===== config.mk =====
export PLATFORM = sky130hd
export DESIGN_NAME = stepper_ramp_pulse_generator
export DESIGN_NICKNAME = d
export VERILOG_FILES = /design/src/srpg_pkg.sv /design/src/stepper_ramp_pulse_generator.sv
export SDC_FILE = /design/constraint.sdc
export NUM_CORES = 1
export LEC_CHECK = 0
export ABC_AREA = 0
export BUFFER_PORTS_ARGS = -buffer_cell sky130_fd_sc_hd__buf_2
export CAP_MARGIN = 10
export CELL_PAD_IN_SITES_DETAIL_PLACEMENT = 1
export CELL_PAD_IN_SITES_GLOBAL_PLACEMENT = 1
export CORE_ASPECT_RATIO = 2
export CORE_MARGIN = 2
export CORE_UTILIZATION = 40
export CTS_CLUSTER_DIAMETER = 40
export DETAILED_ROUTE_END_ITERATION = 12
export HOLD_SLACK_MARGIN = 0.05
export PLACE_DENSITY_LB_ADDON = 0.1
export SLEW_MARGIN = 15
export SYNTH_ARGS = -nofsm -noshare
export SYNTH_HDL_FRONTEND = slang
export SYNTH_SLANG_ARGS = --single-unit

===== constraint.sdc =====
create_clock -name clock -period 8.4 [get_ports clock]
set_clock_uncertainty 0.05 [all_clocks]
set_input_delay 0.84 -clock clock [delete_from_list [all_inputs] [get_ports clock]]
set_output_delay 0.84 -clock clock [all_outputs]
set_load 0.02 [all_outputs]

===== src/srpg_pkg.sv =====
// Shared types and constants for the stepper ramp pulse generator.
// Depends on nothing; imported by the top level.
package srpg_pkg;

   // Widths fixed by the register map and the response fields
   localparam int SPEED_W    = 24;
   localparam int CSR_ADDR_W = 3;
   localparam int CSR_DATA_W = 32;

   // Defaults for the top-level parameters
   localparam int DEF_SPEED_FRAC_BITS  = 8;
   localparam int DEF_INTERVAL_WIDTH   = 24;
   localparam int DEF_TICKS_PER_SECOND = 1000000;

   // Register indexes (word address bit 2)
   localparam logic REG_TARGET_SPEED    = 1'b0;
   localparam logic REG_SPEED_INCREMENT = 1'b1;

   typedef enum logic [2:0] {
      ST_IDLE,
      ST_EVAL,
      ST_RAMP,
      ST_DIVIDE,
      ST_FINISH,
      ST_PUSH
   } state_type;

   typedef enum logic [1:0] {
      PH_IDLE,
      PH_HIGH,
      PH_LOW
   } phase_type;

endpackage


===== src/stepper_ramp_pulse_generator.sv =====
// Top level of the stepper ramp pulse generator: sequencer, ramp, serial divider,
// register port and response register. Depends on srpg_pkg.
//
// Usage
//   Each request on the req_ channel is one tick of the step time base and carries
//   req_run. Each request yields exactly one response on the rsp_ channel with the
//   step and direction pin levels for that tick, a step-start flag, the current
//   step interval in ticks and the current ramped speed (unsigned 16.8).
//   target_speed sits at byte address 0 and speed_increment at byte address 4 of
//   the APB-style register port; writes take effect at the next step start.
// Sequencing and throughput
//   One request is in work at a time; req_ready is high only while idle.
//   A tick inside a pulse passes from ST_EVAL to ST_PUSH, which loads its response.
//   A tick that starts a step runs the speed ramp and then a restoring divider
//   that produces one quotient bit per cycle over DIV_BITS bits, the width of
//   TICKS_PER_SECOND shifted left by SPEED_FRAC_BITS; ST_FINISH then sets the
//   interval and ST_PUSH loads the response.
//   The next request can be taken in the cycle after the response is loaded.
// Reset and stall
//   reset (synchronous, active high) clears speed, interval, pulse phase and both
//   registers. A stalled receiver holds the response register; the block still
//   takes one more request and works it, then holds it until the register frees.
module stepper_ramp_pulse_generator
   import srpg_pkg::*;
#(
   parameter int SPEED_FRAC_BITS  = DEF_SPEED_FRAC_BITS,
   parameter int INTERVAL_WIDTH   = DEF_INTERVAL_WIDTH,
   parameter int TICKS_PER_SECOND = DEF_TICKS_PER_SECOND
) (
   input  logic                  clock,
   input  logic                  reset,
   // request channel
   input  logic                  req_valid,
   output logic                  req_ready,
   input  logic                  req_run,
   // response channel
   output logic                  rsp_valid,
   input  logic                  rsp_ready,
   output logic                  rsp_step_level,
   output logic                  rsp_dir_level,
   output logic                  rsp_step_begins,
   output logic [SPEED_W-1:0]    rsp_interval_us,
   output logic [SPEED_W-1:0]    rsp_speed_now,
   // register port
   input  logic                  psel,
   input  logic                  penable,
   input  logic                  pwrite,
   input  logic [CSR_ADDR_W-1:0] paddr,
   input  logic [CSR_DATA_W-1:0] pwdata,
   output logic [CSR_DATA_W-1:0] prdata,
   output logic                  pready
);

   // Dividend width and value: TICKS_PER_SECOND in speed fixed point
   localparam int DIV_BITS = $clog2(TICKS_PER_SECOND + 1) + SPEED_FRAC_BITS;
   localparam int CNT_W    = $clog2(DIV_BITS);
   localparam int CD_W     = INTERVAL_WIDTH - 1;
   localparam logic [DIV_BITS-1:0] DIVIDEND =
      DIV_BITS'(64'(TICKS_PER_SECOND) << SPEED_FRAC_BITS);

   state_type                  state_ff, state_in;
   phase_type                  phase_ff, phase_in;
   logic [CD_W-1:0]            cd_ff, cd_in;
   logic [SPEED_W-1:0]         speed_ff, speed_in;
   logic [INTERVAL_WIDTH-1:0]  interval_ff, interval_in;
   logic [SPEED_W-1:0]         target_ff, target_in;
   logic [SPEED_W-1:0]         incr_ff, incr_in;
   logic                       run_ff, run_in;
   logic                       pend_step_ff, pend_step_in;
   logic                       pend_dir_ff, pend_dir_in;
   logic                       pend_begins_ff, pend_begins_in;
   logic [SPEED_W-1:0]         rem_ff, rem_in;
   logic [DIV_BITS-1:0]        quot_ff, quot_in;
   logic [CNT_W-1:0]           cnt_ff, cnt_in;
   logic                       rsp_valid_ff, rsp_valid_in;
   logic                       rsp_step_ff, rsp_step_in;
   logic                       rsp_dir_ff, rsp_dir_in;
   logic                       rsp_begins_ff, rsp_begins_in;
   logic [SPEED_W-1:0]         rsp_interval_ff, rsp_interval_in;
   logic [SPEED_W-1:0]         rsp_speed_ff, rsp_speed_in;

   logic                       csr_write;
   logic [SPEED_W:0]           ramp_sum;
   logic [SPEED_W-1:0]         ramp_speed;
   logic [SPEED_W:0]           rem_shift;
   logic                       div_ge;
   logic                       quot_ovf;
   logic [INTERVAL_WIDTH-1:0]  quot_sat;
   logic [31:0]                interval_wide;

   // Half interval less one, with a half of zero raised to one tick
   function automatic logic [CD_W-1:0] half_minus_one(input logic [INTERVAL_WIDTH-1:0] iv);
      logic [CD_W-1:0] h;
      h = iv[INTERVAL_WIDTH-1:1];
      if (h == '0) begin
         return '0;
      end
      return h - CD_W'(1);
   endfunction

   // ---------------------------------------------------------------- register port
   assign pready    = 1'b1;
   assign csr_write = psel && penable && pwrite && pready;

   always_comb begin
      case (paddr[2])
         REG_TARGET_SPEED:    prdata = CSR_DATA_W'(target_ff);
         REG_SPEED_INCREMENT: prdata = CSR_DATA_W'(incr_ff);
         default:             prdata = '0;
      endcase
   end

   always_comb begin
      target_in = target_ff;
      incr_in   = incr_ff;
      if (csr_write) begin
         case (paddr[2])
            REG_TARGET_SPEED:    target_in = pwdata[SPEED_W-1:0];
            REG_SPEED_INCREMENT: incr_in   = pwdata[SPEED_W-1:0];
            default: ;
         endcase
      end
   end

   // ---------------------------------------------------------------- datapath pieces
   // Move the speed toward the target by the increment, never past it
   assign ramp_sum = {1'b0, speed_ff} + {1'b0, incr_ff};
   always_comb begin
      ramp_speed = speed_ff;
      if (speed_ff < target_ff) begin
         ramp_speed = (ramp_sum > {1'b0, target_ff}) ? target_ff : ramp_sum[SPEED_W-1:0];
      end else if (speed_ff > target_ff) begin
         if (incr_ff > speed_ff || (speed_ff - incr_ff) < target_ff) begin
            ramp_speed = target_ff;
         end else begin
            ramp_speed = speed_ff - incr_ff;
         end
      end
   end

   // One restoring divide step per cycle; the remainder always stays below the speed
   assign rem_shift = {rem_ff, quot_ff[DIV_BITS-1]};
   assign div_ge    = rem_shift >= {1'b0, speed_ff};

   // Saturate the finished quotient at the interval width
   assign quot_ovf = |(quot_ff >> INTERVAL_WIDTH);
   assign quot_sat = quot_ovf ? '1 : INTERVAL_WIDTH'(quot_ff);

   assign interval_wide = 32'(interval_ff);

   // ---------------------------------------------------------------- sequencer
   always_ff @(posedge clock) begin
      if (reset) begin
         state_ff     <= ST_IDLE;
         phase_ff     <= PH_IDLE;
         cd_ff        <= '0;
         speed_ff     <= '0;
         interval_ff  <= '0;
         target_ff    <= '0;
         incr_ff      <= '0;
         rsp_valid_ff <= 1'b0;
      end else begin
         state_ff     <= state_in;
         phase_ff     <= phase_in;
         cd_ff        <= cd_in;
         speed_ff     <= speed_in;
         interval_ff  <= interval_in;
         target_ff    <= target_in;
         incr_ff      <= incr_in;
         rsp_valid_ff <= rsp_valid_in;
      end
   end

   always_ff @(posedge clock) begin
      run_ff          <= run_in;
      pend_step_ff    <= pend_step_in;
      pend_dir_ff     <= pend_dir_in;
      pend_begins_ff  <= pend_begins_in;
      rem_ff          <= rem_in;
      quot_ff         <= quot_in;
      cnt_ff          <= cnt_in;
      rsp_step_ff     <= rsp_step_in;
      rsp_dir_ff      <= rsp_dir_in;
      rsp_begins_ff   <= rsp_begins_in;
      rsp_interval_ff <= rsp_interval_in;
      rsp_speed_ff    <= rsp_speed_in;
   end

   assign req_ready = (state_ff == ST_IDLE);

   always_comb begin
      state_in        = state_ff;
      phase_in        = phase_ff;
      cd_in           = cd_ff;
      speed_in        = speed_ff;
      interval_in     = interval_ff;
      run_in          = run_ff;
      pend_step_in    = pend_step_ff;
      pend_dir_in     = pend_dir_ff;
      pend_begins_in  = pend_begins_ff;
      rem_in          = rem_ff;
      quot_in         = quot_ff;
      cnt_in          = cnt_ff;
      rsp_valid_in    = rsp_valid_ff && !rsp_ready;
      rsp_step_in     = rsp_step_ff;
      rsp_dir_in      = rsp_dir_ff;
      rsp_begins_in   = rsp_begins_ff;
      rsp_interval_in = rsp_interval_ff;
      rsp_speed_in    = rsp_speed_ff;

      case (state_ff)
         ST_IDLE: begin
            if (req_valid) begin
               run_in   = req_run;
               state_in = ST_EVAL;
            end
         end
         ST_EVAL: begin
            pend_step_in   = 1'b0;
            pend_dir_in    = run_ff;
            pend_begins_in = 1'b0;
            state_in       = ST_PUSH;
            if (!run_ff) begin
               // stop: drop the pulse, keep speed and interval
               phase_in = PH_IDLE;
               cd_in    = '0;
            end else begin
               case (phase_ff)
                  PH_HIGH: begin
                     if (cd_ff != '0) begin
                        cd_in        = cd_ff - CD_W'(1);
                        pend_step_in = 1'b1;
                     end else begin
                        phase_in = PH_LOW;
                        cd_in    = half_minus_one(interval_ff);
                     end
                  end
                  PH_LOW: begin
                     if (cd_ff != '0) begin
                        cd_in = cd_ff - CD_W'(1);
                     end else begin
                        state_in = ST_RAMP;
                     end
                  end
                  default: state_in = ST_RAMP;
               endcase
            end
         end
         ST_RAMP: begin
            speed_in = ramp_speed;
            if (ramp_speed == '0) begin
               // no pulse at zero speed; retry on the next running tick
               interval_in = '1;
               phase_in    = PH_IDLE;
               cd_in       = '0;
               state_in    = ST_PUSH;
            end else begin
               rem_in   = '0;
               quot_in  = DIVIDEND;
               cnt_in   = CNT_W'(DIV_BITS - 1);
               state_in = ST_DIVIDE;
            end
         end
         ST_DIVIDE: begin
            rem_in  = div_ge ? SPEED_W'(rem_shift - {1'b0, speed_ff}) : rem_shift[SPEED_W-1:0];
            quot_in = {quot_ff[DIV_BITS-2:0], div_ge};
            if (cnt_ff == '0) begin
               state_in = ST_FINISH;
            end else begin
               cnt_in = cnt_ff - CNT_W'(1);
            end
         end
         ST_FINISH: begin
            interval_in    = quot_sat;
            phase_in       = PH_HIGH;
            cd_in          = half_minus_one(quot_sat);
            pend_step_in   = 1'b1;
            pend_begins_in = 1'b1;
            state_in       = ST_PUSH;
         end
         ST_PUSH: begin
            // hold until the response register is free or being taken
            if (!rsp_valid_ff || rsp_ready) begin
               rsp_valid_in    = 1'b1;
               rsp_step_in     = pend_step_ff;
               rsp_dir_in      = pend_dir_ff;
               rsp_begins_in   = pend_begins_ff;
               rsp_interval_in = interval_wide[SPEED_W-1:0];
               rsp_speed_in    = speed_ff;
               state_in        = ST_IDLE;
            end
         end
         default: state_in = ST_IDLE;
      endcase
   end

   assign rsp_valid       = rsp_valid_ff;
   assign rsp_step_level  = rsp_step_ff;
   assign rsp_dir_level   = rsp_dir_ff;
   assign rsp_step_begins = rsp_begins_ff;
   assign rsp_interval_us = rsp_interval_ff;
   assign rsp_speed_now   = rsp_speed_ff;

   // ---------------------------------------------------------------- checks
   a_begin_drives_pins: assert property (@(posedge clock) disable iff (reset)
      rsp_valid_ff && rsp_begins_ff |-> rsp_step_ff && rsp_dir_ff)
      else $error("step start without step and direction high");

   a_divisor_nonzero: assert property (@(posedge clock) disable iff (reset)
      state_ff == ST_DIVIDE |-> speed_ff != '0)
      else $error("divider running on zero speed");

   a_remainder_bounded: assert property (@(posedge clock) disable iff (reset)
      state_ff == ST_DIVIDE |-> rem_ff < speed_ff)
      else $error("divider remainder not below divisor");

   a_pulse_needs_speed: assert property (@(posedge clock) disable iff (reset)
      phase_ff == PH_HIGH |-> speed_ff != '0)
      else $error("pulse high at zero speed");

   a_accept_leaves_idle: assert property (@(posedge clock) disable iff (reset)
      req_valid && req_ready |=> state_ff == ST_EVAL)
      else $error("request accepted but not evaluated");

endmodule


# Word-level counts from Yosys, hierarchy flattened

Index checks and enable logic that the tools add are counted.

Input bits: 43
Flip-flop bits (word level): 237
Output and inout port bits: 86
Logic and storage cells: 132

$add $sub $neg: 7
Eq/ne operators: 17
$lt $le $gt $ge: 6
Mux-type cells: 53
Bitwise operators: 1
Reduce and logical (&&, ||, !) cells: 28

Operators by type and width:

| cell                  | number |
|---|---|
| $mux 24               | 8 |
| $mux 23               | 8 |
| $pmux 24 s2           | 2 |
| $pmux 23 s3           | 1 |
| $sub 23x1->23 const B | 3 |
| $pmux 32 s2           | 1 |
| $pmux 28 s2           | 1 |
| $gt 24x24->1          | 2 |
| $lt 24x24->1          | 2 |
| $sub 24x24->24        | 2 |
| $logic_not 23->1      | 2 |
| $pmux 23 s2           | 1 |
| $mux 28               | 1 |
| $add 24x24->25        | 1 |
| $ge 25x24->1          | 1 |
| $gt 25x24->1          | 1 |
| $logic_not 24->1      | 1 |
| $reduce_bool 23->1    | 1 |
| $mux 3                | 6 |
| $pmux 3 s6            | 1 |
| $mux 1                | 12 |
| $ne 2x2->1 const B    | 6 |
| $reduce_and 2->1      | 6 |
| $mux 5                | 2 |
| other kinds (26)      | 40 |

# Longest topological paths before layout

Gate-level depths: netlist of run 1.

Word-level depth: 11
Mapped depth: 28
Mapped depth without buffers: 25

# Least setup slack after synthesis of run 1

OpenSTA, ideal clock, no wires.

Path kind: reg2reg
From: register incr_ff[12]
To: register quot_ff[0], enable pin
Setup time: 0.611 ns
Data arrival time: 6.357 ns
Buffers on the path: 1
Setup slack: 1.383 ns
Required time: 7.739 ns
Stages on the path, launching flop included: 25
Cells stage by stage: dfxtp_1 inv_1 ha_1 clkbuf_1 o21ai_0 a21oi_1 nand3_1 a2111oi_0 nor3_1 o311ai_0 xor2_1 ha_1 nand4_1 a211oi_1 a211o_1 nor2b_1 a21oi_1 mux2_1 mux2i_1 or4b_1 a2111o_1 nor4_4 nand2_1 nand2_1 nand2_1

Longest elaborated chain between the ends: 9

RTL lines:

| what                         | line                                                                     | text |
|---|---|---|
| start, declared              | stepper_ramp_pulse_generator.sv:67                                       | `logic [SPEED_W-1:0] incr_ff, incr_in;` |
| start signal, assigned       | stepper_ramp_pulse_generator.sv:169                                      | `incr_ff <= incr_in;` |
| $sub 24x24->24               | stepper_ramp_pulse_generator.sv:133, stepper_ramp_pulse_generator.sv:136 |  |
| $lt 24x24->1                 | stepper_ramp_pulse_generator.sv:133                                      | `if (incr_ff > speed_ff \|\| (speed_ff - incr_ff) < target_ff) begin` |
| $logic_or 1x1->1             | stepper_ramp_pulse_generator.sv:133                                      |  |
| $mux 24                      | stepper_ramp_pulse_generator.sv:133                                      |  |
| $mux 24                      | stepper_ramp_pulse_generator.sv:132                                      | `end else if (speed_ff > target_ff) begin` |
| $mux 24 *                    | stepper_ramp_pulse_generator.sv:130                                      | `if (speed_ff < target_ff) begin` |
| $logic_not 24->1 *           | stepper_ramp_pulse_generator.sv:251                                      | `if (ramp_speed == '0) begin` |
| $ne 2x2->1 (no line) *       | n/a                                                                      |  |
| $reduce_and 2->1 (no line) * | n/a                                                                      |  |
| end signal, assigned         | stepper_ramp_pulse_generator.sv:180                                      | `quot_ff <= quot_in;` |
| end, declared                | stepper_ramp_pulse_generator.sv:73                                       | `logic [DIV_BITS-1:0] quot_ff, quot_in;` |

Mark *: on every way between the ends. The rest lies on a longest branch, timed or not.
A chain may end at the register's enable or synchronous reset.

# Final worst setup path of run 1

From: register incr_ff[3]
To: register quot_ff[13], enable pin

The elaborated chain is that of the path after synthesis.

==> results of run 1 <==
-- cells by family after synthesis --
logic type,synth area share [%]
multiplexers,1.29
AO/OA/AOI/OAI,22.6
flip-flops,34.4
buffers and inverters,6.00
adder cells (fa/ha/maj),11.3
AND/OR/NAND/NOR,18.6
other,0.0441
XOR/XNOR,5.76
-- flip-flops by register name, indices dropped and copies added (netlist names), 5 cells and up --
register and count:
cnt_ff 5, target_ff 24, interval_ff 24, rsp_interval_us 24
speed_ff 24, rsp_speed_now 24, quot_ff 28, cd_ff 23
incr_ff 24, rem_ff 24
-- worst min-delay path by stage --
stage                   startpoint         endpoint  slack, ns  cells after the start
global placement       pend_dir_ff    rsp_dir_level       0.36                      0
floorplan              pend_dir_ff    rsp_dir_level       0.35                      0
CTS                   pend_step_ff   rsp_step_level       0.37                      0
finish              pend_begins_ff  rsp_step_begins       0.37                      0
global route        pend_begins_ff  rsp_step_begins       0.37                      0
detailed placement    pend_step_ff   rsp_step_level       0.36                      0
-- per-layer routing --
layer	share of wire, %	GRT usage (%)
met1	46	35.5
met2	47	44.1
met3	3.3	2.58
met4	3.8	9.64
met5	0	0
-- layout make-up --
| class | instances | area (um^2) | share of cell area [%] |
|---|---|---|---|
| inverters | 126 | 473 | 2.44 |
| diodes | 1 | 2.50 | 0.0129 |
| repair buffers | 162 | 971 | 5.01 |
| clock buffers | 43 | 926 | 4.78 |
| flip-flops and latches | 237 | 5870 | 30.3 |
| multi-input cells | 1547 | 10200 | 52.8 |
| clock inverters | 19 | 225 | 1.16 |
| well taps | 545 | 682 | 3.52 |
-- per-stage QoR --
| step | std cells | hold WS, ns | utilization, % |
|---|---|---|---|
| 3_5_place_dp | 2617 | 0.356 | 43.1 |
| 5_1_grt | 2679 | 0.373 | 45.8 |
| 6_report | 2680 | 0.369 | 45.8 |
| 2_1_floorplan | 2027 | 0.350 | - |
| 3_3_place_gp | 2617 | 0.355 | 43.1 |
| 4_1_cts | 2679 | 0.370 | 45.8 |
-- worst max-delay path, delay by kind of cell (launching register included) --
family,cells,cell delay [ns]
fa+ha+maj,2,0.77
xor+xnor,1,0.26
flops,1,0.36
compound gates,9,2.79
mux,2,0.57
simple gates,8,2.04
buf+inv,3,0.57
-- cell usage after synthesis, drive strengths merged (6+ instances only) --
cell type,number,share of area (%)
o21ai,116,3.4
nor2b,21,0.77
o211ai,21,0.95
a31oi,28,1.1
and2,27,0.99
dfxtp,125,15
ha,149,11
o21a,10,0.44
inv,125,2.8
o41ai,6,0.42
or4,12,0.53
nor2,167,3.7
nor3,52,1.6
a21o,26,1.1
nand4,23,0.84
xnor2,74,3.8
nand3,48,1.4
clkbuf,87,1.9
edfxtp,112,20
or2,6,0.22
o31ai,16,0.71
o221a,25,1.7
and3,15,0.58
nor4,18,0.79
a211oi,42,2.4
a21oi,224,6.6
nand2,212,4.7
mux2i,16,0.94
nand2b,27,0.99
buf,30,1.3
xor2,38,2.0
or3,21,0.77
o21bai,9,0.40
==> out/results.txt, run 1 <==
Worst Path Arrival - 7.95 ns
H-tree lvl count - 2
Final Hold Fails - 0
most frequent cells in the layout - 223 x a21oi_1, 210 x nand2_1, 163 x nor2_1
most common cell after layout, fill and taps aside - a21oi_1
DP Worst Slack - 0.831 ns
FF-to-FF path depth - 25
maxcap violations - 0
WP data required - 8.61 ns
drt total wl - 58.9 mm
Yosys reg bits - 237
Worst setup EP type - register
mapped cell area - 17000 um^2
reg-to-reg slack, setup - 0.67 ns
Setup crit end - quot_ff[13]
outcome - completed
via-per-instance ratio - 5.75
Die H - 296 um
register area share after synthesis - 34.4%
Post-synth EDFFs - 112
RSZ-0062 raised after global routing - no
Reg-to-Reg Start - incr_ff[3]
WS Path Type - reg2reg
layout cells sized above 1 - 13.8%
Setup crit start - incr_ff[3]
CTS clk-pin slew, worst paths - 0.06 ns
asr flop ratio synth - 0%
vias in the first global route - 15300
Worst Setup Slack, final - 0.665 ns
CTS resizes - 0
initial antenna violation count - 1
TNS Setup - 0 ns
FILL cells - 5130
crit path launch type - register
postcts setup bufs - 0
crit-path max FO - 16
fmax - 0.129 GHz
die area - 44300 um^2
YS warnings - 0
first-pass GRT wire length - 90.9 mm
total CTS buffers - 34
Final setup viols - 0
fin crit period - 7.73 ns
io pins - 129
Hold Crit Class - reg2reg
Area Growth Syn to Fin - 13.7%
worst slew pin tran - 1.12 ns
via count - 15400
average cell area after synthesis - 8.43 um^2
Sink Count - 237
Rel. slew slack - 25.4%
FP Rows - 107
routed len/inst - 22.0 um
TritonCTS clock tree - yes
R2R Path End - quot_ff[13]
clock root buffer - clkbuf_16
CTS Buffer Depth - 3
cts hold-fix bufs - 0
Initial Utilization - 40.3%
count of pins over their slew limit - 0
Overflow after GRT - 0
Clk Latency, worst-skew pair - 0.54 ns
post-route cell area - 19400 um^2
dpl cell area - 18200 um^2
Initial DRC Count - 842
PortBufs - 109
Post-DP HPWL - 43.4 mm
DRC Markers - 0
Main synth FF type - dfxtp_1
First-pass DRT Iterations - 5
Final GP Congestion - 0.903
CP max stage delay - 0.63 ns
post-route ant nets - 0
largest net degree at the start of global routing - 71
CP max stage cell - a2111oi_0
Final Cycle Share - 92.1%
chip width - 150 um
Core Area - 42300 um^2
synthesized netlist cell count - 2020
gr usage total - 26.5%
Final nets - 2303
Cell variety after synth - 86
Power of run 1 is left out: the tool's default activity adds up to more than one toggle a clock period on the data nets, which glitch-free logic cannot reach.
==> inputs of run 2 (changes only) <==
--- a/config.mk
+++ b/config.mk
@@ -12,7 +12,7 @@
 export CELL_PAD_IN_SITES_GLOBAL_PLACEMENT = 1
 export CORE_ASPECT_RATIO = 2
 export CORE_MARGIN = 2
-export CORE_UTILIZATION = 40
+export CORE_UTILIZATION = 47
 export CTS_CLUSTER_DIAMETER = 40
 export DETAILED_ROUTE_END_ITERATION = 12
 export HOLD_SLACK_MARGIN = 0.05
==> out/results.txt, run 2 (synthesized netlist as in run 1, its figures left out) <==
outcome - completed
via-per-instance ratio - 6.24
First-pass DRT Iterations - 5
Die H - 273 um
via count - 16100
CTS Buffer Depth - 3
CTS clk-pin slew, worst paths - 0.07 ns
DP Worst Slack - 0.465 ns
Initial Utilization - 47.7%
Biggest register - quot_ff
Sink Count - 237
clock root buffer - clkbuf_16
H-tree lvl count - 1
fin crit period - 8.12 ns
fmax - 0.123 GHz
DRC Markers - 0
TritonCTS clock tree - yes
Final Cycle Share - 96.6%
Final Hold Fails - 0
FP Rows - 98
most common cell after layout, fill and taps aside - a21oi_1
Initial DRC Count - 948
Rel. slew slack - 21.5%
TNS Setup - 0 ns
Clk Latency, worst-skew pair - 0.57 ns
Worst setup EP type - register
max FFs per register - 28
crit path launch type - register
WHS Path Cells - 0
total CTS buffers - 27
io pins - 129
Hold Crit Class - reg2reg
cts hold-fix bufs - 0
CP max stage delay - 0.78 ns
Final setup viols - 0
vias in the first global route - 17600
CTS resizes - 0
WS Path Type - reg2reg
PortBufs - 109
first-pass GRT wire length - 99.0 mm
layout cells sized above 1 - 14.2%
post-route ant nets - 0
count of pins over their slew limit - 0
Area Growth Syn to Fin - 12.7%
FF-to-FF path depth - 29
Final nets - 2311
reg-to-reg slack, setup - 0.28 ns
Overflow after GRT - 0
gr usage total - 33.5%
initial antenna violation count - 0
drt total wl - 64.5 mm
routed len/inst - 24.9 um
largest net degree at the start of global routing - 51
Post-DP HPWL - 50.5 mm
maxcap violations - 0
postcts setup bufs - 0
RSZ-0062 raised after global routing - no
Layout Utilization - 53.8%
crit-path max FO - 34
die area - 37900 um^2
Core Area - 35700 um^2
chip width - 139 um
Final GP Congestion - 0.983
most frequent cells in the layout - 223 x a21oi_1, 210 x nand2_1, 162 x nor2_1
worst slew pin tran - 1.18 ns
WP data required - 8.70 ns
Worst Path Arrival - 8.41 ns
CP max stage cell - nor4_1
Worst Setup Slack, final - 0.282 ns
run 2: cell count changes in the layout (fill, tap and decap cells not counted), sizes merged:
| cell | delta |
|---|---|
| buf | +15 |
| clkbuf | -15 |
| inv | +4 |
| clkinvlp | -1 |
run 2: path summary, 6_finish.rpt:
check | start | endpoint
max | speed_ff[0] | quot_ff[12]
min | pend_dir_ff | rsp_dir_level
max reg2reg | speed_ff[0] | quot_ff[12]
min reg2reg | pend_dir_ff | rsp_dir_level
run 2: layout make-up:
class                           instances  area (um^2)
Inverter                              126          473
Clock inverter                         22          259
Tap cell                              450          563
Fill cell                            4326        16500
Multi-Input combinational cell       1547        10200
Antenna cell                            1         2.50
Clock buffer                           28          689
Sequential cell                       237         5870
Timing Repair Buffer                  177         1130
run 2: per-stage QoR:
step / hold slack [ns] / std cells / cell area [um^2]
2_1_floorplan: 0.350 / 2027 / 17100
3_3_place_gp: 0.385 / 2537 / 18200
5_1_grt: 0.390 / 2587 / 19200
4_1_cts: 0.384 / 2587 / 19200
6_report: 0.384 / 2588 / 19200
3_5_place_dp: 0.366 / 2537 / 18200
run 2: per-layer routing:
metal	track usage [%]	vias up	part of all wire, %	wire, um
li1	-	7459	-	-
met1	30.4	8015	32	20900
met2	67.3	416	56	36200
met3	3.50	252	3.1	1990
met4	24.3	0	8.4	5390
met5	0	-	0	0
run 2: critical path: cells and delay by family, from the launching register on:
family                     cells  cell delay [ns]
AOI/OAI and AO/OA              7             2.14
DFF                            1             0.32
adders and majority gates      3             0.69
buffers and inverters          5             0.79
muxes                          2             0.70
and+or+nand+nor               11             2.61
xor gates and xnor gates       1             0.53
Power of run 2 is left out for the same reason.
==> inputs of run 3 (changes only) <==
--- a/config.mk
+++ b/config.mk
@@ -12,7 +12,7 @@
 export CELL_PAD_IN_SITES_GLOBAL_PLACEMENT = 1
 export CORE_ASPECT_RATIO = 2
 export CORE_MARGIN = 2
-export CORE_UTILIZATION = 47
+export CORE_UTILIZATION = 42
 export CTS_CLUSTER_DIAMETER = 40
 export DETAILED_ROUTE_END_ITERATION = 12
 export HOLD_SLACK_MARGIN = 0.05
==> constraint.sdc (replaced) <==
create_clock -name clock -period 7.2 [get_ports clock]
set_clock_uncertainty 0.05 [all_clocks]
set_input_delay 0.72 -clock clock [delete_from_list [all_inputs] [get_ports clock]]
set_output_delay 0.72 -clock clock [all_outputs]
set_load 0.02 [all_outputs]
==> out/results.txt, run 3 (synthesized netlist as in run 1, its figures left out) <==
outcome - completed
Post-DP HPWL - 52.8 mm
Top cell by count, worst path - buf_4
RSZ-0062 raised after global routing - no
most common cell after layout, fill and taps aside - a21oi_1
clock root buffer - clkbuf_16
layout cells sized above 1 - 18.9%
via-per-instance ratio - 5.91
register area - 5870 um^2
FILL cells - 4905
largest net degree at the start of global routing - 51
ANT cells - 0
Finished Layout Cells - 2773
GRT met3 Usage - 2.89%
grt peak-use layer - met2
placed cell count - 2712
Final GP Congestion - 0.934
Clk Latency, worst-skew pair - 0.60 ns
most frequent cells in the layout - 222 x a21oi_1, 210 x nand2_1, 162 x buf_4
chip width - 146 um
via count - 16400
crit-path max FO - 12
drt total wl - 66.5 mm
Die H - 289 um
Final Cycle Share - 96.5%
die area - 42300 um^2
Area Growth Syn to Fin - 18.5%
maxcap violations - 0
max FFs per register - 28
post-route ant nets - 0
Worst setup EP type - register
initial antenna violation count - 0
Initial Utilization - 42.5%
Initial DRC Count - 654
routed len/inst - 24.0 um
GRT met2 Usage - 63.7%
First-pass DRT Iterations - 5
CTS Buffer Depth - 3
Worst Path Arrival - 7.35 ns
Biggest register - quot_ff
Final nets - 2413
io pins - 129
vias in the first global route - 17700
total CTS buffers - 31
Overflow after GRT - 0
footprint of the multi-input gates - 10300 um^2
Final setup viols - 0
cts hold-fix bufs - 0
first-pass GRT wire length - 101 mm
count of pins over their slew limit - 0
Core Area - 40100 um^2
gr usage total - 31.1%
Rel. slew slack - 19.8%
Hold Crit Class - in2reg
CP max stage cell - or4b_1
GR met1 Demand/Resource - 27.6%
CTS clk-pin slew, worst paths - 0.07 ns
H-tree lvl count - 1
FP Rows - 104
crit path launch type - register
fin crit period - 6.94 ns
WS Path Type - reg2reg
Final Hold Fails - 0
PortBufs - 109
DRC Markers - 0
CP max stage delay - 0.51 ns
worst slew pin tran - 1.20 ns
Sink Count - 237
TritonCTS clock tree - yes
fmax - 0.144 GHz
WP data required - 7.60 ns
==> run 3: changes by cell type in the layout (fill, tap and decap cells not counted), sizes merged <==
cell      delta
clkbuf       +5
bufinv       -1
inv          -1
clkinvlp     -1
clkinv       +6
diode        -1
buf         +98
==> run 3: what timing repair did <==
item | CTS | global route
cloned | 0 | 0
buffers inserted | 1 | 2
gates resized for setup | 1 | 17
endpoints found under the setup margin | 73 | 108
pin swaps | 1 | 4
==> run 3: final timing paths <==
| kind | start | depth (start not counted) | slack, ns | to |
|---|---|---|---|---|
| max | speed_ff[0] | 29 | 0.26 | cd_ff[2] |
| min | req_run | 1 | 0.25 | run_ff |
| max reg2reg | speed_ff[0] | 29 | 0.26 | cd_ff[2] |
| min reg2reg | pend_step_ff | 0 | 0.38 | rsp_step_level |
==> run 3: stage by stage <==
| step | area (um^2) | setup TNS [ns] | worst slack, ns | util, % | hold slack, ns |
|---|---|---|---|---|---|
| 3_5_place_dp | 19000 | -2.98 | -0.180 | 47.5 | 0.359 |
| 2_1_floorplan | 17100 | 0 | 0.183 | - | 0.350 |
| 6_report | 20200 | 0 | 0.255 | 50.4 | 0.254 |
| 3_3_place_gp | 19000 | -2.91 | -0.150 | 47.5 | 0.355 |
| 5_1_grt | 20200 | 0 | 0.00852 | 50.4 | 0.257 |
| 4_1_cts | 20100 | 0 | 0.0292 | 50.2 | 0.240 |
==> run 3: per-layer routing <==
layer	vias to the layer above	wire length, um	share of wire [%]
met1	8072	21500	32
met4	0	5550	8.3
li1	7672	-	-
met2	392	37700	57
met5	-	0	0
met3	243	1750	2.6
==> run 3: critical path, delay by kind of cell, from the launching register on <==
| family | cells | cell delay (ns) |
|---|---|---|
| AOI/OAI and AO/OA | 10 | 2.00 |
| adders and majority gates | 3 | 0.92 |
| buffers and inverters | 6 | 0.95 |
| DFF | 1 | 0.39 |
| muxes | 3 | 0.81 |
| and+or+nand+nor | 7 | 1.64 |
==> run 3: area by class of cell <==
class / instances / area share, %
multi-input combinational: 1547 / 51.0
sequential: 237 / 29.1
timing repair buffer: 275 / 9.11
clock buffer: 33 / 3.93
tap: 530 / 3.28
inverter: 126 / 2.34
clock inverter: 25 / 1.31
Power of run 3 is left out for the same reason.
